## src/integer_printf_formatter_macros.svh

```systemverilog
// ----------------------------------------------------------------------------
// Integer printf formatter assertion macros
// Shared concurrent assertion forms, clocked on clk and held off in reset.
// ----------------------------------------------------------------------------
`ifndef INTEGER_PRINTF_FORMATTER_MACROS_SVH
`define INTEGER_PRINTF_FORMATTER_MACROS_SVH

// Same-cycle implication.
`define IPF_ASSERT_IMP(lbl, ante, cons, msg) \
  lbl: assert property (@(posedge clk) disable iff (!rst_n) (ante) |-> (cons)) \
    else $error(msg);

// Next-cycle implication.
`define IPF_ASSERT_NXT(lbl, ante, cons, msg) \
  lbl: assert property (@(posedge clk) disable iff (!rst_n) (ante) |=> (cons)) \
    else $error(msg);

`endif

```

## src/ipf_pkg.sv

```systemverilog
// ----------------------------------------------------------------------------
// Integer printf formatter package
// Shared types, codes, ASCII constants and the digit-to-character helper.
// ----------------------------------------------------------------------------
`timescale 1ns / 1ps
`default_nettype none

package ipf_pkg;

  // Longest text emitted for one request.
  localparam int MAX_FIELD  = 64;
  localparam int LEN_W      = $clog2(MAX_FIELD + 2);
  // Digit slots: 22 octal digits cover 64 bits.
  localparam int NUM_DIGITS = 22;
  localparam int DIG_IDX_W  = $clog2(NUM_DIGITS);
  localparam int DIG_CNT_W  = $clog2(NUM_DIGITS + 1);

  // Conversion codes
  localparam logic [2:0] ACT_DEC  = 3'd0;
  localparam logic [2:0] ACT_UNS  = 3'd1;
  localparam logic [2:0] ACT_OCT  = 3'd2;
  localparam logic [2:0] ACT_HEX  = 3'd3;
  localparam logic [2:0] ACT_HEXU = 3'd4;

  // Size codes
  localparam logic [1:0] SZ_INT   = 2'd0;
  localparam logic [1:0] SZ_SHORT = 2'd1;
  localparam logic [1:0] SZ_LONG  = 2'd2;

  // ASCII
  localparam logic [7:0] CH_NUL   = 8'd0;
  localparam logic [7:0] CH_SPACE = 8'd32;
  localparam logic [7:0] CH_PLUS  = 8'd43;
  localparam logic [7:0] CH_MINUS = 8'd45;
  localparam logic [7:0] CH_ZERO  = 8'd48;
  localparam logic [7:0] CH_A_UP  = 8'd65;
  localparam logic [7:0] CH_X_UP  = 8'd88;
  localparam logic [7:0] CH_A_LO  = 8'd97;
  localparam logic [7:0] CH_X_LO  = 8'd120;

  typedef struct packed {
    logic signed [63:0] value;
    logic [2:0]         action;
    logic [1:0]         size_mode;
    logic               left_justify;
    logic               force_sign;
    logic               space_sign;
    logic               alt_form;
    logic               zero_pad;
    logic [6:0]         field_width;
    logic [5:0]         digit_precision;
  } in_item_t;

  typedef struct packed {
    logic [7:0] out_char;
    logic       last_char;
    logic       empty_text;
  } out_item_t;

  // Controller to datapath
  typedef struct packed {
    logic load;
    logic conv_step;
    logic scan;
    logic layout;
    logic emit;
  } ipf_cmd_t;

  // Datapath to controller
  typedef struct packed {
    logic conv_done;
    logic out_free;
    logic at_last;
  } ipf_status_t;

  function automatic logic [7:0] digit_char(input logic [3:0] d, input logic upper);
    logic [7:0] d8;
    d8 = {4'b0, d};
    if (d < 4'd10) begin
      return CH_ZERO + d8;
    end else begin
      return (upper ? CH_A_UP : CH_A_LO) + d8 - 8'd10;
    end
  endfunction

endpackage

`default_nettype wire

```

## src/ipf_ctrl.sv

```systemverilog
// ----------------------------------------------------------------------------
// Integer printf formatter controller
// Sequences load, binary-to-decimal conversion, scan, layout and emission.
// ----------------------------------------------------------------------------
`timescale 1ns / 1ps
`default_nettype none

module ipf_ctrl
  import ipf_pkg::*;
(
  input  wire logic        clk,
  input  wire logic        rst_n,
  input  wire logic        in_valid,
  input  wire ipf_status_t status,
  output ipf_cmd_t         cmd,
  output logic             in_stall
);

  typedef enum logic [2:0] {
    ST_IDLE,
    ST_CONV,
    ST_SCAN,
    ST_LAYOUT,
    ST_EMIT
  } state_t;

  state_t state_r, state_nxt;
  logic   in_stall_r, in_stall_nxt;

  always_comb begin
    cmd           = '0;
    state_nxt     = state_r;
    in_stall_nxt  = in_stall_r;
    unique case (state_r)
      ST_IDLE: begin
        cmd.load     = in_valid && !in_stall_r;
        in_stall_nxt = cmd.load;
        if (cmd.load) begin
          state_nxt = ST_CONV;
        end
      end
      ST_CONV: begin
        cmd.conv_step = !status.conv_done;
        if (status.conv_done) begin
          state_nxt = ST_SCAN;
        end
      end
      ST_SCAN: begin
        cmd.scan  = 1'b1;
        state_nxt = ST_LAYOUT;
      end
      ST_LAYOUT: begin
        cmd.layout = 1'b1;
        state_nxt  = ST_EMIT;
      end
      ST_EMIT: begin
        cmd.emit = status.out_free;
        if (status.out_free && status.at_last) begin
          state_nxt    = ST_IDLE;
          in_stall_nxt = 1'b0;
        end
      end
      default: begin
        state_nxt = ST_IDLE;
      end
    endcase
  end

  always_ff @(posedge clk) begin
    if (!rst_n) begin
      state_r    <= ST_IDLE;
      in_stall_r <= 1'b1;
    end else begin
      state_r    <= state_nxt;
      in_stall_r <= in_stall_nxt;
    end
  end

  assign in_stall = in_stall_r;

endmodule

`default_nettype wire

```

## src/ipf_datapath.sv

```systemverilog
// ----------------------------------------------------------------------------
// Integer printf formatter datapath
// Holds the request, digit register, text layout and output register.
// ----------------------------------------------------------------------------
`timescale 1ns / 1ps
`default_nettype none
`include "integer_printf_formatter_macros.svh"

module ipf_datapath
  import ipf_pkg::*;
(
  input  wire logic      clk,
  input  wire logic      rst_n,
  input  wire ipf_cmd_t  cmd,
  input  wire in_item_t  in_item,
  input  wire logic      out_stall,
  output ipf_status_t    status,
  output logic           out_valid,
  output out_item_t      out_item
);

  // Request flags
  logic signed_r, neg_r, plus_r, space_r, alt_r, zero_r, left_r, upper_r;
  logic oct_r, hex_r;
  logic [LEN_W-1:0] width_r;
  logic [5:0]       prec_r;

  // Conversion
  logic [63:0]                      mag_r, mag_nxt;
  logic [LEN_W-1:0]                 conv_left_r, conv_left_nxt;
  logic [NUM_DIGITS-1:0][3:0]       digits_r, digits_nxt;
  logic [NUM_DIGITS-1:0][3:0]       adj;
  logic [DIG_CNT_W-1:0]             n_r, n_scan;

  // Layout
  logic [LEN_W-1:0] lead_r, pre_end_r, zero_end_r, dig_end_r, last_pos_r;
  logic             empty_r;
  logic [LEN_W-1:0] n_ext, prec_ext, dc0, dc, body, total, fill, zp, sp, lead;
  logic [LEN_W-1:0] pre_end, zero_end, dig_end, cnt;
  logic [1:0]       pl;

  // Emission
  logic [LEN_W-1:0] pos_r;
  logic [LEN_W-1:0] dig_off;
  logic             out_valid_r;
  out_item_t        out_r, out_nxt;

  // Load-time value shaping
  logic [63:0] raw, ext, mag_ld, pre_ld;
  logic [65:0] mag66;
  logic        ld_signed, ld_neg, ld_oct, ld_hex;
  logic [LEN_W-1:0] ld_steps;
  logic [NUM_DIGITS-1:0][3:0] ld_digits;

  always_comb begin
    raw       = in_item.value;
    ld_signed = (in_item.action == ACT_DEC);
    ld_oct    = (in_item.action == ACT_OCT);
    ld_hex    = (in_item.action == ACT_HEX) || (in_item.action == ACT_HEXU);
    case (in_item.size_mode)
      SZ_SHORT: begin
        ext      = ld_signed ? {{48{raw[15]}}, raw[15:0]} : {48'b0, raw[15:0]};
        ld_steps = LEN_W'(16);
      end
      SZ_INT: begin
        ext      = ld_signed ? {{32{raw[31]}}, raw[31:0]} : {32'b0, raw[31:0]};
        ld_steps = LEN_W'(32);
      end
      default: begin
        ext      = raw;
        ld_steps = LEN_W'(64);
      end
    endcase
    ld_neg = ld_signed && ext[63];
    mag_ld = ld_neg ? (~ext + 64'd1) : ext;
    // Align the top bit of the sized magnitude to bit 63 for the shifter.
    case (in_item.size_mode)
      SZ_SHORT: pre_ld = mag_ld << 48;
      SZ_INT:   pre_ld = mag_ld << 32;
      default:  pre_ld = mag_ld;
    endcase
    mag66     = {2'b00, mag_ld};
    ld_digits = '0;
    for (int i = 0; i < NUM_DIGITS; i++) begin
      if (ld_oct) begin
        ld_digits[i] = {1'b0, mag66[3*i +: 3]};
      end
    end
    for (int i = 0; i < 16; i++) begin
      if (ld_hex) begin
        ld_digits[i] = mag66[4*i +: 4];
      end
    end
  end

  // Shift-and-add-3 step: one magnitude bit per cycle into the BCD digits.
  always_comb begin
    for (int i = 0; i < NUM_DIGITS; i++) begin
      adj[i] = (digits_r[i] >= 4'd5) ? (digits_r[i] + 4'd3) : digits_r[i];
    end
  end

  always_comb begin
    mag_nxt       = mag_r;
    conv_left_nxt = conv_left_r;
    digits_nxt    = digits_r;
    if (cmd.load) begin
      mag_nxt       = pre_ld;
      conv_left_nxt = (ld_oct || ld_hex) ? '0 : ld_steps;
      digits_nxt    = ld_digits;
    end else if (cmd.conv_step) begin
      mag_nxt       = {mag_r[62:0], 1'b0};
      conv_left_nxt = conv_left_r - LEN_W'(1);
      digits_nxt    = {adj[NUM_DIGITS-1][2:0], adj[NUM_DIGITS-2:0], mag_r[63]};
    end
  end

  // Count significant digits.
  always_comb begin
    n_scan = '0;
    for (int i = 0; i < NUM_DIGITS; i++) begin
      if (digits_r[i] != 4'd0) begin
        n_scan = DIG_CNT_W'(i + 1);
      end
    end
  end

  // Text layout: [spaces] prefix zeros digits [spaces]
  always_comb begin
    n_ext    = LEN_W'(n_r);
    prec_ext = LEN_W'(prec_r);
    dc0      = (n_ext > prec_ext) ? n_ext : prec_ext;
    dc       = (oct_r && alt_r && (dc0 == n_ext)) ? n_ext + LEN_W'(1) : dc0;
    if (signed_r) begin
      pl = (neg_r || plus_r || space_r) ? 2'd1 : 2'd0;
    end else begin
      pl = (hex_r && alt_r && (n_r != '0)) ? 2'd2 : 2'd0;
    end
    body     = dc + LEN_W'(pl);
    total    = (width_r > body) ? width_r : body;
    fill     = total - body;
    zp       = zero_r ? fill : '0;
    sp       = zero_r ? '0 : fill;
    lead     = left_r ? '0 : sp;
    pre_end  = lead + LEN_W'(pl);
    zero_end = pre_end + zp + (dc - n_ext);
    dig_end  = zero_end + n_ext;
    cnt      = (total > LEN_W'(MAX_FIELD)) ? LEN_W'(MAX_FIELD) : total;
  end

  // Character at the current position.
  always_comb begin
    dig_off          = dig_end_r - LEN_W'(1) - pos_r;
    out_nxt.empty_text = empty_r;
    out_nxt.last_char  = empty_r || (pos_r == last_pos_r);
    if (empty_r) begin
      out_nxt.out_char = CH_NUL;
    end else if (pos_r < lead_r) begin
      out_nxt.out_char = CH_SPACE;
    end else if (pos_r < pre_end_r) begin
      if (pos_r != lead_r) begin
        out_nxt.out_char = upper_r ? CH_X_UP : CH_X_LO;
      end else if (!signed_r) begin
        out_nxt.out_char = CH_ZERO;
      end else if (neg_r) begin
        out_nxt.out_char = CH_MINUS;
      end else if (plus_r) begin
        out_nxt.out_char = CH_PLUS;
      end else begin
        out_nxt.out_char = CH_SPACE;
      end
    end else if (pos_r < zero_end_r) begin
      out_nxt.out_char = CH_ZERO;
    end else if (pos_r < dig_end_r) begin
      out_nxt.out_char = digit_char(digits_r[dig_off[DIG_IDX_W-1:0]], upper_r);
    end else begin
      out_nxt.out_char = CH_SPACE;
    end
  end

  always_ff @(posedge clk) begin
    mag_r    <= mag_nxt;
    digits_r <= digits_nxt;
    if (cmd.load) begin
      signed_r <= (in_item.action == ACT_DEC);
      neg_r    <= ld_neg;
      plus_r   <= in_item.force_sign;
      space_r  <= in_item.space_sign;
      alt_r    <= in_item.alt_form;
      zero_r   <= in_item.zero_pad && !in_item.left_justify;
      left_r   <= in_item.left_justify;
      upper_r  <= (in_item.action == ACT_HEXU);
      oct_r    <= ld_oct;
      hex_r    <= ld_hex;
      width_r  <= (in_item.field_width > 7'(MAX_FIELD)) ? LEN_W'(MAX_FIELD)
                                                         : LEN_W'(in_item.field_width);
      prec_r   <= in_item.digit_precision;
      pos_r    <= '0;
    end
    if (cmd.scan) begin
      n_r <= n_scan;
    end
    if (cmd.layout) begin
      lead_r     <= lead;
      pre_end_r  <= pre_end;
      zero_end_r <= zero_end;
      dig_end_r  <= dig_end;
      last_pos_r <= cnt - LEN_W'(1);
      empty_r    <= (cnt == '0);
    end
    if (cmd.emit) begin
      out_r <= out_nxt;
      pos_r <= pos_r + LEN_W'(1);
    end
  end

  always_ff @(posedge clk) begin
    if (!rst_n) begin
      conv_left_r <= '0;
      out_valid_r <= 1'b0;
    end else begin
      conv_left_r <= conv_left_nxt;
      if (cmd.emit) begin
        out_valid_r <= 1'b1;
      end else if (!out_stall) begin
        out_valid_r <= 1'b0;
      end
    end
  end

  assign status.conv_done = (conv_left_r == '0);
  assign status.out_free  = !out_valid_r || !out_stall;
  assign status.at_last   = empty_r || (pos_r == last_pos_r);
  assign out_valid        = out_valid_r;
  assign out_item         = out_r;

  `IPF_ASSERT_IMP(a_conv_in_count, cmd.conv_step, conv_left_r != '0, "conversion step past its count")
  `IPF_ASSERT_IMP(a_emit_in_text, cmd.emit, empty_r || (pos_r <= last_pos_r), "emit past end of text")
  `IPF_ASSERT_NXT(a_layout_order, cmd.layout, (lead_r <= pre_end_r) && (pre_end_r <= zero_end_r) && (zero_end_r <= dig_end_r), "text segments out of order")

endmodule

`default_nettype wire

```

## src/integer_printf_formatter.sv

```systemverilog
// ----------------------------------------------------------------------------
// Integer printf formatter
// Formats one integer as printf text (d, u, o, x, X), one character a transfer.
// ----------------------------------------------------------------------------
// From an accepted request: load, conversion (d, u only), scan, layout, emit.
// Throughput: one character per cycle after that while out_stall is low, up
//   to 64 per request; the next request is taken the cycle after the final
//   character is registered. The one-bit-per-cycle shift-and-add-3 decimal
//   converter sets the wait before the first character for d and u.
// Reset: synchronous, active low; clears controller and output valid, input
//   stalled in reset and released once the controller is idle.
`timescale 1ns / 1ps
`default_nettype none

module integer_printf_formatter
  import ipf_pkg::*;
(
  input  wire logic     clk,
  input  wire logic     rst_n,
  // Request channel
  input  wire logic     in_valid,
  output logic          in_stall,
  input  wire in_item_t in_item,
  // Character channel
  output logic          out_valid,
  input  wire logic     out_stall,
  output out_item_t     out_item
);

  ipf_cmd_t    cmd;
  ipf_status_t status;

  // Controller: walks load, convert, scan, layout and emit phases.
  ipf_ctrl u_ctrl (
    .clk      (clk),
    .rst_n    (rst_n),
    .in_valid (in_valid),
    .status   (status),
    .cmd      (cmd),
    .in_stall (in_stall)
  );

  // Datapath: digits, layout positions and the output register that
  // holds a transfer while the receiver stalls.
  ipf_datapath u_dp (
    .clk       (clk),
    .rst_n     (rst_n),
    .cmd       (cmd),
    .in_item   (in_item),
    .out_stall (out_stall),
    .status    (status),
    .out_valid (out_valid),
    .out_item  (out_item)
  );

endmodule

`default_nettype wire
```

## config.mk

```make
export PLATFORM = sky130hd
export DESIGN_NAME = integer_printf_formatter
export DESIGN_NICKNAME = d
export VERILOG_FILES = /design/src/ipf_pkg.sv /design/src/ipf_ctrl.sv /design/src/ipf_datapath.sv /design/src/integer_printf_formatter.sv
export VERILOG_INCLUDE_DIRS = /design/src /design/src/src
export SDC_FILE = /design/constraint.sdc
export NUM_CORES = 1
export LEC_CHECK = 0
export BUFFER_PORTS_ARGS = -buffer_cell sky130_fd_sc_hd__clkbuf_2
export CORE_MARGIN = 8
export CORE_UTILIZATION = 50
export DETAILED_ROUTE_END_ITERATION = 16
export PLACE_DENSITY = 0.67
export SETUP_SLACK_MARGIN = 0.2
export SLEW_MARGIN = 5
export SYNTH_ARGS = -nofsm -noshare
export SYNTH_HDL_FRONTEND = slang
export SYNTH_SLANG_ARGS = --single-unit
```

## constraint.sdc

```tcl
create_clock -name clk -period 24.9 [get_ports clk]
set_clock_uncertainty 0.05 [all_clocks]
set_input_delay 3.735 -clock clk [delete_from_list [all_inputs] [get_ports clk]]
set_output_delay 3.735 -clock clk [all_outputs]
set_load 0.02 [all_outputs]
```

# Word-level counts from Yosys, hierarchy flattened

Index checks and enable logic that the tools add are counted.
Widths: inputs -> output; s select.

RAM bits: 0
Memories: 0
Input port bits: 91
Output and inout bits: 12
Logic and storage cells: 327
Register bits after elaboration: 245
Latch bits: 0
Bits in read-only memories: 0

Eq/ne operators: 15
$lt $le $gt $ge: 32
Divide/modulo/power cells: 0
Bitwise operators: 1
Multiplexer cells: 132
Reduce and logical (&&, ||, !) cells: 55
Multipliers: 0
Add/sub/neg operators: 39
Shift-type cells: 0

Operators by type and width:

| cell                  | count |
|---|---|
| $mux 64               | 5 |
| $pmux 64 s2           | 2 |
| $mux 4                | 47 |
| $mux 88               | 2 |
| $mux 3                | 33 |
| $ge 4x3->1 const B    | 22 |
| $reduce_bool 4->1     | 22 |
| $add 4x2->4 const B   | 21 |
| $mux 7                | 11 |
| $add 64x1->64 const B | 1 |
| $not 64->64           | 1 |
| $mux 8                | 7 |
| $lt 7x7->1            | 4 |
| $mux 6                | 4 |
| $bmux 4 s5            | 1 |
| $pmux 3 s5            | 1 |
| $add 7x2->7           | 2 |
| $add 7x7->7           | 2 |
| $gt 7x7->1 const B    | 2 |
| $logic_not 7->1       | 2 |
| $pmux 7 s2            | 1 |
| $sub 7x1->7 const B   | 2 |
| $eq 3x2->1 const B    | 4 |
| $mux 2                | 6 |
| other kinds (36)      | 69 |

# Depth between registers and ports, before layout

Gate-level depths: netlist of run 1.

Word-level depth: 22
Gate-level depth with buffers: 45
Mapped depth without buffers: 42

# Hierarchy

A second synthesis of run 1 with hierarchy kept.

Cells, all modules: 2029
Area total of the unflattened synthesis: 18884.4 um^2

By module, submodules not included:

| module       | times used | area each (um^2) | seq. area each (um^2) | cells each |
|---|---|---|---|---|
| ipf_datapath | 1          | 18629.1          | 7126.8                | 2004 |
| ipf_ctrl     | 1          | 255.2            | 80.1                  | 25 |

# Worst setup path after synthesis of run 1

Ideal clock, no wire load.

Path type: reg2reg
From: reg u_dp.n_r[0]
To: reg u_dp.dig_end_r[6] (data pin)
Period minus slack after synthesis: 9292 ps
Arrival: 8975 ps
Path slack: 15608 ps
Library setup time: 268 ps
Required time: 24582 ps
Cell stages (with the launch flop): 42
Buffers on the path: 3
Cells stage by stage: edfxtp_1 > clkbuf_1 > inv_1 > ha_1 > nand2b_1 > a21o_1 > a211oi_1 > nor2_1 > clkbuf_1 > a21oi_1 > fa_1 > o31ai_1 > a211o_1 > mux2_4 > nor3_1 > inv_1 > ha_1 > nand2b_1 > [... 6 more ...] > fa_1 > nor3_1 > fa_1 > inv_1 > fa_1 > fa_1 > inv_1 > ha_1 > inv_1 > fa_1 > inv_1 > ha_1 > a21oi_1 > nor2_1 > nor2_1 > nor2b_1 > o21ai_0 > xnor3_1

Cells in the longest elaborated chain, start to end: 15
Elaborated cells between the ends (all ways): 22
Those cells by class: add/sub (8); order compare (2); eq/ne (1); mux (8); reduce/logical (3)

Ends and longest elaborated chain:

| item                        | RTL line            | RTL |
|---|---|---|
| from (decl)                 | ipf_datapath.sv:33  | `logic [DIG_CNT_W-1:0] n_r, n_scan;` |
| from (signal assigned)      | ipf_datapath.sv:201 | `n_r <= n_scan;` |
| $gt 5x6->1                  | ipf_datapath.sv:132 | `dc0 = (n_ext > prec_ext) ? n_ext : prec_ext;` |
| $mux 6                      | ipf_datapath.sv:132 |  |
| $eq 7x5->1                  | ipf_datapath.sv:133 | `dc = (oct_r && alt_r && (dc0 == n_ext)) ? n_ext + LEN_W'(1) : dc0;` |
| $logic_and 1x1->1           | ipf_datapath.sv:133 |  |
| $mux 7                      | ipf_datapath.sv:133 |  |
| $add 7x2->7 *               | ipf_datapath.sv:139 | `body = dc + LEN_W'(pl);` |
| $gt 7x7->1                  | ipf_datapath.sv:140 | `total = (width_r > body) ? width_r : body;` |
| $mux 7                      | ipf_datapath.sv:140 |  |
| [... 2 more ...]            | n/a                 |  |
| $mux 7 *                    | ipf_datapath.sv:144 | `lead = left_r ? '0 : sp;` |
| via u_dp.lead[1]            | ipf_datapath.sv:38  | `logic [LEN_W-1:0] n_ext, prec_ext, dc0, dc, body, total, fill, zp, sp, lead;` |
| $add 7x2->7 *               | ipf_datapath.sv:145 | `pre_end = lead + LEN_W'(pl);` |
| via u_dp.pre_end[1]         | ipf_datapath.sv:39  | `logic [LEN_W-1:0] pre_end, zero_end, dig_end, cnt;` |
| $add 7x7->7 * (2 in series) | ipf_datapath.sv:146 | `zero_end = pre_end + zp + (dc - n_ext);` |
| via u_dp.zero_end[2]        | ipf_datapath.sv:39  |  |
| $add 7x5->7 *               | ipf_datapath.sv:147 | `dig_end = zero_end + n_ext;` |
| via u_dp.dig_end[6]         | ipf_datapath.sv:39  |  |
| to (signal assigned)        | ipf_datapath.sv:207 | `dig_end_r <= dig_end;` |
| to (decl)                   | ipf_datapath.sv:36  | `logic [LEN_W-1:0] lead_r, pre_end_r, zero_end_r, dig_end_r, last_pos_r;` |

The timed path passes the listed nets; every way through them passes the cells marked *.
A chain may end at the register's enable or synchronous reset.

# Worst setup path in the final report of run 1

From: reg u_dp.n_r[3]
To: reg u_dp.dig_end_r[6] (data pin)

The elaborated chain is that of the path after synthesis.

==> summary.txt, run 1 <==
Finish
  – Commonest non-fill, non-tap cell in the layout: edfxtp_1
  – Net count, final: 2317
  – Register area: 0.00721 sq mm
  – Fill count: 3422
  – Commonest cells after routing, fill and taps aside: edfxtp_1 (232), a21oi_1 (200), nor2_1 (178)
  – Share of post-route cells with drive strength above 1: 0.109
  – Largest register FFs: 88
  – Register name with the most flops: u_dp.digits_r
  – Layout area overhead: 10.2%
  – Ant diodes: 0
  – Area occupied by multi-input gates: 0.0109 sq mm
  – Final Core Density: 0.557

STA
  – Slew @ Worst Pin: 1070 ps
  – Fin crit share: 0.423
  – # setup viols final: 0
  – Slew HR: 0.279
  – RSZ-0062 raised after global routing: no
  – Max-slew violation count: 0
  – Achievable Freq: 0.0949 GHz
  – Fin. Hold Viols: 0
  – Setup_tns: 0 ps
  – Worst setup margin: 14360 ps
  – Tmin final: 10540 ps

GRT
  – Pin count of the biggest net entering global routing: 85
  – Initial antenna violation count: 0
  – First-pass GRT wire length: 85.5 mm
  – GRT Max-Usage Layer: met2
  – GR Layer Usage met1: 0.315
  – M2 GR Usage: 0.400
  – Vias in the first global route: 15500
  – Met3 usage: 0.0322
  – All-Layer GR Usage: 0.240
  – GR Overflow Total: 0

Place
  – Worst slack at placement: 14490 ps
  – HPWL Detailed: 40.2 mm
  – GP Congestion: 0.930
  – PortBufs: 101

Synthesis
  – Synth cell types: 92
  – EDFF count, synth: 232
  – Number of synthesized register bits: 244
  – Post-Synthesis Cells: 2028
  – Ys flop type: edfxtp_1
  – Ys async rst share: 0
  – Seq/Total Area, Yosys: 0.380
  – Mean Syn Cell Area: 9.35 sq um
  – Yosys Warn Count: 0
  – Syn Nets: 2257
  – Synth Cell Area: 0.0190 sq mm

Floorplan
  – Rows: 71
  – Core Area: 0.0375 sq mm
  – Die height: 211 um
  – Die area: 0.0444 sq mm
  – # IOs: 103
  – Die width: 211 um
  – Starting Density: 0.506

Clocking
  – Post-CTS Setup Bufs: 0
  – CTS Hold Bufs: 0
  – Clock sink total: 244
  – Post-CTS sizing: 0
  – Root Buffer Master: clkbuf_16
  – CTS tree: done
  – Worst-path clk slew: 60 ps
  – Clock tree buffer depth: 3
  – CTS buffer count: 29
  – H-Tree Level Count: 1
  – Worst-skew pair later-pin latency: 570 ps

Power and ir drop
  – PwrDens: 105 mW/mm^2
  – Maximum vdd drop: 0.101 mV
  – Overall power: 2190 uW
  – Leak pwr: 0.00799 uW

Worst hold path
  – Hold Crit Class: reg -> reg
  – Hold Path Depth: 2

Setup path
  – Crit Path Category: reg -> reg
  – CP max stage delay: 630 ps
  – CP arrival: 10800 ps
  – Crit-path max FO: 12
  – CP Launch Type: flop
  – Setup crit start: u_dp.n_r[3]
  – CP required: 25160 ps
  – Crit path max-delay cell type: nor2_1
  – RR Endpoint: u_dp.dig_end_r[6]
  – Critical R2R Launch: u_dp.n_r[3]
  – Flop2flop setup slack: 14360 ps
  – R2r worst-path depth: 37
  – Critical Path End Type: flop
  – CP endpoint: u_dp.dig_end_r[6]

Detailed routing
  – Drt first pass iters: 6
  – Remaining antenna violation count: 0
  – Wire per inst: 20.7 um
  – Via density per instance: 6.11
  – 1st-iter DRT viols: 1474
  – Total number of vias: 16000
  – Post-route DRC: 0
  – Final wirelength: 54.3 mm

Status
  – Outcome: finished, final reports clean

Run
  – Max_cap viols: 0
## through the flow
stage	hold slack, ps	cells	cell area [sq um]
2_1_floorplan	417	2028	19000
3_3_place_gp	431	2568	19900
3_5_place_dp	448	2568	19900
4_1_cts	456	2622	20900
5_1_grt	464	2622	20900
6_report	450	2622	20900
## routing by layer
metal,share of wire,wire [um],vias up
met5,0,0,-
met1,0.43,23300,7669
li1,-,-,7601
met3,0.062,3370,114
met2,0.47,25600,643
met4,0.037,2000,0
## critical path, delay by kind of cell (launching register included)
kind	cells	cell delay (ps)
muxes	1	310
and+or+nand+nor	9	2450
xor gates and xnor gates	1	230
buffers and inverters	6	550
DFF	1	570
adders and majority gates	10	4010
AOI/OAI and AO/OA	10	2070
## worst min-delay path by stage
stage	startpoint	endpoint	slack (ps)
after global placement	u_dp.conv_left_r[1]	u_dp.conv_left_r[1]	430
after global routing	u_dp.conv_left_r[1]	u_dp.conv_left_r[1]	460
after CTS	u_dp.conv_left_r[1]	u_dp.conv_left_r[1]	460
after floorplan	u_dp.empty_r	u_dp.out_item[0]	420
final	u_dp.conv_left_r[1]	u_dp.conv_left_r[1]	450
after detailed placement	u_dp.conv_left_r[1]	u_dp.conv_left_r[1]	450
## final cells by class
| cell class | count | area share |
|---|---|---|
| Clock buffer | 29 | 0.0348 |
| Clock inverter | 25 | 0.0121 |
| Inverter | 135 | 0.0244 |
| Multi-Input combinational cell | 1559 | 0.522 |
| Sequential cell | 244 | 0.345 |
| Tap cell | 511 | 0.0306 |
| Timing Repair Buffer | 119 | 0.0307 |
## kinds of logic after synthesis
| family | share of synthesized area |
|---|---|
| adders and majority gates | 0.0980 |
| and+or+nand+nor | 0.157 |
| other | 0.000198 |
| xor gates and xnor gates | 0.0631 |
| buffers and inverters | 0.0454 |
| muxes | 0.0498 |
| DFF | 0.380 |
| AOI/OAI and AO/OA | 0.206 |
## synthesized netlist by cell type (46+ instances only)
cell type    n  share of area
ha_1       122          0.081
clkbuf_1    73          0.014
edfxtp_1   232           0.37
inv_1      133          0.026
nor2_1     178          0.035
xnor2_1     80          0.037
nand2_1    162          0.032
o22ai_1     46          0.015
xor2_1      49          0.023
a21oi_1    200          0.053
o21ai_0    120          0.032
## where the power goes
group          leakage (uW)  switching (uW)  internal, uW
logic               0.00529             599           455
registers           0.00225            69.8           625
clock network      0.000452             183           255
Note: power is estimated with default switching activity, not from simulation.
==> inputs of run 2 (changes only) <==
--- a/config.mk
+++ b/config.mk
@@ -10,7 +10,7 @@
 export CORE_MARGIN = 8
 export CORE_UTILIZATION = 50
 export DETAILED_ROUTE_END_ITERATION = 16
-export PLACE_DENSITY = 0.67
+export PLACE_DENSITY = 0.7
 export SETUP_SLACK_MARGIN = 0.2
 export SLEW_MARGIN = 5
 export SYNTH_ARGS = -nofsm -noshare
==> constraint.sdc (replaced) <==
create_clock -name clk -period 8.5 [get_ports clk]
set_clock_uncertainty 0.05 [all_clocks]
set_input_delay 1.275 -clock clk [delete_from_list [all_inputs] [get_ports clk]]
set_output_delay 1.275 -clock clk [all_outputs]
set_load 0.02 [all_outputs]
==> run 2 against run 1 <==
- the run now ends with negative setup slack left
- via count grew 3.9%
- final area up 6.4%
- sequential power rose to 2.9 times the previous value
- first-iteration DRC count increased by 4.3%
- core utilization grew 3.6 points
- sequential share of layout area is 2.1 points lower
- die area did not move
- worst setup slack worse by 15000 ps
- count of clock-buffer cells in the layout increased by 1
- register-to-register slack worse by 15000 ps
- largest cell class unchanged
==> summary.txt, run 2 (synthesis gave the netlist of run 1 again) <==
Clocking
  – CTS tree: done
  – Worst-skew pair later-pin latency: 560 ps
  – H-Tree Level Count: 1
  – CTS buffer count: 29
  – Clock tree buffer depth: 3
  – Clock sink total: 244
  – Worst-path clk slew: 60 ps
  – Root Buffer Master: clkbuf_16
  – CTS Hold Bufs: 0

Setup path
  – CP Launch Type: flop
  – Crit path max-delay cell type: or4b_4
  – CP required: 8750 ps
  – Critical Path End Type: flop
  – CP max stage delay: 560 ps
  – Crit-path max FO: 5
  – Most used cell, CP: inv_2
  – CP arrival: 9040 ps
  – Crit Path Category: reg -> reg

STA
  – # setup viols final: 4
  – Fin. Hold Viols: 0
  – Achievable Freq: 0.114 GHz
  – Slew HR: 0.264
  – RSZ-0062 raised after global routing: yes
  – Fin crit share: 1.03
  – Tmin final: 8790 ps
  – Slew @ Worst Pin: 1100 ps
  – Worst setup margin: -289 ps
  – Setup_tns: -853 ps
  – Max-slew violation count: 0

GRT
  – GR Overflow Total: 0
  – All-Layer GR Usage: 0.247
  – Pin count of the biggest net entering global routing: 85
  – Vias in the first global route: 16100
  – Initial antenna violation count: 1
  – First-pass GRT wire length: 88.4 mm

Status
  – Outcome: finished with violations
  – Failing checks: negative setup slack

Finish
  – Layout area overhead: 17.3%
  – Commonest non-fill, non-tap cell in the layout: edfxtp_1
  – Commonest cells after routing, fill and taps aside: edfxtp_1 (232), a21oi_1 (186), nor2_1 (170)
  – Largest register FFs: 88
  – Net count, final: 2440
  – Share of post-route cells with drive strength above 1: 0.189
  – Finished Layout Cells: 2744
  – Ant diodes: 0
  – Register name with the most flops: u_dp.digits_r

Floorplan
  – Die width: 211 um
  – Core Area: 0.0375 sq mm
  – Rows: 71
  – Die area: 0.0444 sq mm
  – # IOs: 103
  – Starting Density: 0.506
  – Die height: 211 um

Detailed routing
  – Wire per inst: 20.7 um
  – Drt first pass iters: 6
  – Total number of vias: 16600
  – 1st-iter DRT viols: 1537
  – Final wirelength: 56.7 mm
  – Post-route DRC: 0
  – Remaining antenna violation count: 0
  – Via density per instance: 6.07

Power and ir drop
  – Clock power frac: 0.162
  – Switch Pwr: 2910 uW
  – Combinational Power Share: 0.577
  – Register share of total power: 0.260
  – Int Power: 4880 uW
  – Maximum vdd drop: 0.564 mV
  – Leak pwr: 0.00869 uW
  – Net switching share of the total power: 0.373
  – PwrDens: 351 mW/mm^2

Run
  – Max_cap viols: 0

Place
  – PortBufs: 101
  – Worst slack at placement: -461 ps
  – HPWL Detailed: 41.3 mm
  – Placed Cells: 2659
  – GP Congestion: 0.929

Worst hold path
  – Hold Crit Class: reg -> reg
==> run 2: changes by cell type in the layout (fill, tap and decap cells not counted), sizes merged <==
cell and change:
clkinv +5, clkbuf +1, buf +123, inv -1, clkinvlp -6
==> run 2: final timing paths <==
path	startpoint	to	slack (ps)	cells after the start
setup reg to reg	u_dp.prec_r[3]	u_dp.dig_end_r[4]	-290	41
hold reg to reg	u_dp.conv_left_r[1]	u_dp.conv_left_r[1]	450	2
hold / removal	u_dp.conv_left_r[1]	u_dp.conv_left_r[1]	450	2
setup / recovery	u_dp.prec_r[3]	u_dp.dig_end_r[4]	-290	41
==> run 2: layer usage <==
layer	up-vias	routed length (um)	global-route usage
met5	-	0	0
met4	0	2670	0.112
met3	162	4010	0.0387
met2	682	26200	0.402
met1	7968	23800	0.324
li1	7836	-	-
==> run 2: metrics by stage <==
stage / hold slack, ps / total power [uW] / area (sq um) / utilization
2_1_floorplan: 417 / 4490 / 19100 / -
3_3_place_gp: 431 / 5610 / 20700 / 0.553
3_5_place_dp: 440 / 5710 / 20700 / 0.553
4_1_cts: 448 / 7210 / 21900 / 0.585
5_1_grt: 489 / 8260 / 22200 / 0.593
6_report: 451 / 7790 / 22200 / 0.593
==> run 2: final cells by class <==
class | instances | area (sq um)
clock buffers | 30 | 729
clock inverters | 23 | 223
fillers | 3262 | 15300
inverters | 135 | 509
multi-input cells | 1559 | 11300
flip-flops and latches | 244 | 7210
well taps | 511 | 639
repair buffers | 242 | 1590
==> run 2: worst max-delay path: cells and delay by family (launching register included) <==
kind	cells	cell delay, ps
fa+ha+maj	12	3860
simple gates	8	1490
compound gates	9	1370
buf+inv	9	770
flops	1	390
xor+xnor	2	290
mux	1	280
==> run 2: what timing repair did <==
item                       4_1_cts  5_1_grt
pin swaps                       26       29
setup endpoints to repair        7        8
gates resized for setup         22       38
buffers inserted                22       10
==> run 2: power groups by stage <==
stage               logic, uW  clock network [uW]  registers (uW)
floorplan                2480                   0            2000
CTS                      3920                1270            2020
finish                   4500                1260            2030
global route             4890                1320            2060
global placement         3570                   0            2040
detailed placement       3670                   0            2050
==> inputs of run 3 (changes only) <==
--- a/config.mk
+++ b/config.mk
@@ -10,7 +10,8 @@
 export CORE_MARGIN = 8
 export CORE_UTILIZATION = 50
 export DETAILED_ROUTE_END_ITERATION = 16
-export PLACE_DENSITY = 0.7
+export PLACE_DENSITY = 0.74
+export RECOVER_POWER = 50
 export SETUP_SLACK_MARGIN = 0.2
 export SLEW_MARGIN = 5
 export SYNTH_ARGS = -nofsm -noshare
==> run 3 against run 2 <==
- largest cell class unchanged
- via count is 0.36% higher
- global-route usage hardly changed
- register-to-register slack hardly changed
- routed wire length hardly changed
- first-iteration DRC count is 11% lower
- die area stayed put
- hold slack better by 2.0 ps
- the run ends with max-capacitance violations, max-slew violations, negative setup slack left
- critical path depth is 1 lower
==> summary.txt, run 3 (synthesis gave the netlist of run 1 again) <==
GRT
  – GR Overflow Total: 0
  – Vias in the first global route: 16400
  – All-Layer GR Usage: 0.247
  – GR Layer Usage met1: 0.317
  – Pin count of the biggest net entering global routing: 85
  – M2 GR Usage: 0.407
  – Initial antenna violation count: 0
  – First-pass GRT wire length: 88.6 mm
  – GRT Max-Usage Layer: met2
  – Met3 usage: 0.0405

Power and ir drop
  – Clock power frac: 0.155
  – Switch Pwr: 2990 uW
  – Register share of total power: 0.259
  – Leak pwr: 0.00856 uW
  – PwrDens: 357 mW/mm^2
  – Int Power: 4920 uW
  – Maximum vdd drop: 0.528 mV
  – Combinational Power Share: 0.586
  – Net switching share of the total power: 0.378

Place
  – Dpl cell area: 0.0207 sq mm
  – GP Congestion: 0.933
  – HPWL Detailed: 40.8 mm
  – PortBufs: 101

Setup path
  – Crit Path Category: reg -> reg
  – Critical R2R Launch: u_dp.prec_r[3]
  – Setup crit start: u_dp.prec_r[3]
  – CP Launch Type: flop
  – CP max stage delay: 550 ps
  – CP required: 8750 ps
  – Most used cell, CP: inv_2
  – Critical path buffer and inverter count: 6
  – Crit-path max FO: 5
  – Crit path max-delay cell type: or4b_4
  – Critical Path End Type: flop
  – CP top delay family: adder cells
  – CP arrival: 9040 ps

STA
  – Final hold slack: 453 ps
  – Worst setup margin: -292 ps
  – Slew @ Worst Pin: 3570 ps
  – Fin. Hold Viols: 0
  – Achievable Freq: 0.114 GHz
  – RSZ-0062 raised after global routing: yes
  – Setup_tns: -1290 ps
  – Tmin final: 8790 ps
  – # setup viols final: 6
  – Max-slew violation count: 504
  – Fin crit share: 1.03
  – Slew HR: -1.38

Floorplan
  – # IOs: 103
  – Rows: 71
  – Die height: 211 um
  – Starting Density: 0.506
  – Die area: 0.0444 sq mm
  – Die width: 211 um
  – Core Area: 0.0375 sq mm

Detailed routing
  – Remaining antenna violation count: 0
  – Drt first pass iters: 5
  – Wire per inst: 20.7 um
  – 1st-iter DRT viols: 1370
  – Via density per instance: 6.11
  – Total number of vias: 16700
  – Final wirelength: 56.7 mm
  – Post-route DRC: 0

Finish
  – Register area: 0.00721 sq mm
  – Net count, final: 2434
  – Share of post-route cells with drive strength above 1: 0.172
  – Fill count: 3223
  – Largest register FFs: 88
  – Area occupied by multi-input gates: 0.0114 sq mm
  – Ant diodes: 0
  – Post-route cell area: 0.0221 sq mm
  – Register name with the most flops: u_dp.digits_r
  – Commonest non-fill, non-tap cell in the layout: edfxtp_1
  – Commonest cells after routing, fill and taps aside: edfxtp_1 (232), a21oi_1 (185), nor2_1 (171)
  – Layout area overhead: 16.7%

Worst hold path
  – Hold Crit Class: reg -> reg
  – Hold Startpoint: u_dp.conv_left_r[1]

Status
  – Outcome: finished with violations
  – Failing checks: max-capacitance violations, max-slew violations, negative setup slack

Run
  – Max_cap viols: 10

Clocking
  – Clock sink total: 244
  – Worst-path clk slew: 60 ps
  – Root Buffer Master: clkbuf_16
  – CTS tree: done
  – Clock tree buffer depth: 3
  – Worst-skew pair later-pin latency: 570 ps
  – CTS buffer count: 28
  – H-Tree Level Count: 1
[run 3: changes by cell type in the layout (fill, tap and decap cells not counted), sizes merged]
cell / previous run / this run
clkinvlp: 3 / 4
inv: 134 / 132
clkinv: 17 / 10
clkbuf: 131 / 144
buf: 141 / 127
[run 3: layout make-up]
| cell class | instances | share of cell area |
|---|---|---|
| Clock buffer | 34 | 0.0327 |
| Tap cell | 511 | 0.0289 |
| Sequential cell | 244 | 0.326 |
| Multi-Input combinational cell | 1559 | 0.513 |
| Clock inverter | 15 | 0.00849 |
| Inverter | 135 | 0.0230 |
| Timing Repair Buffer | 237 | 0.0678 |
[run 3: tightest hold or removal path, delay by kind of cell, from the launching register on]
family / cells / cell delay (ps)
DFF: 1 / 310
AOI/OAI and AO/OA: 1 / 50
and+or+nand+nor: 1 / 100
[run 3: path summary, 6_finish.rpt]
path	cells past startpoint	slack [ps]	endpoint
setup / recovery	40	-290	u_dp.dig_end_r[6]
hold / removal	2	450	u_dp.conv_left_r[1]
hold reg to reg	2	450	u_dp.conv_left_r[1]
setup reg to reg	40	-290	u_dp.dig_end_r[6]
[run 3: power by group through the flow]
| stage | logic (uW) | registers (uW) | clock network, uW |
|---|---|---|---|
| after detailed placement | 3620 | 2040 | 0 |
| after CTS | 4170 | 2020 | 1240 |
| after floorplan | 2480 | 2000 | 0 |
| after global routing | 5010 | 2070 | 1290 |
| final | 4630 | 2050 | 1230 |
| after global placement | 3480 | 2030 | 0 |
[run 3: routing by layer]
layer,wire length (um),up-vias
met5,0,-
met4,2860,0
met3,4480,174
met2,26300,787
met1,23100,7927
li1,-,7820
[run 3: stage by stage]
| step | power (uW) | setup slack (ps) | cells | utilization |
|---|---|---|---|---|
| global route | 8380 | -742 | 2735 | 0.590 |
| global placement | 5510 | -203 | 2651 | 0.551 |
| CTS | 7430 | -221 | 2723 | 0.585 |
| finish | 7900 | -292 | 2735 | 0.590 |
| floorplan | 4490 | -142 | 2028 | - |
| detailed placement | 5660 | -452 | 2651 | 0.551 |
[run 3: repair_timing]
| item | CTS | global route |
|---|---|---|
| pin swaps | 35 | 42 |
| setup endpoints to repair | 7 | 7 |
| hold buffers | 0 | 0 |
| resized for setup | 36 | 34 |
| buffers inserted | 23 | 12 |
| cloned | 0 | 0 |
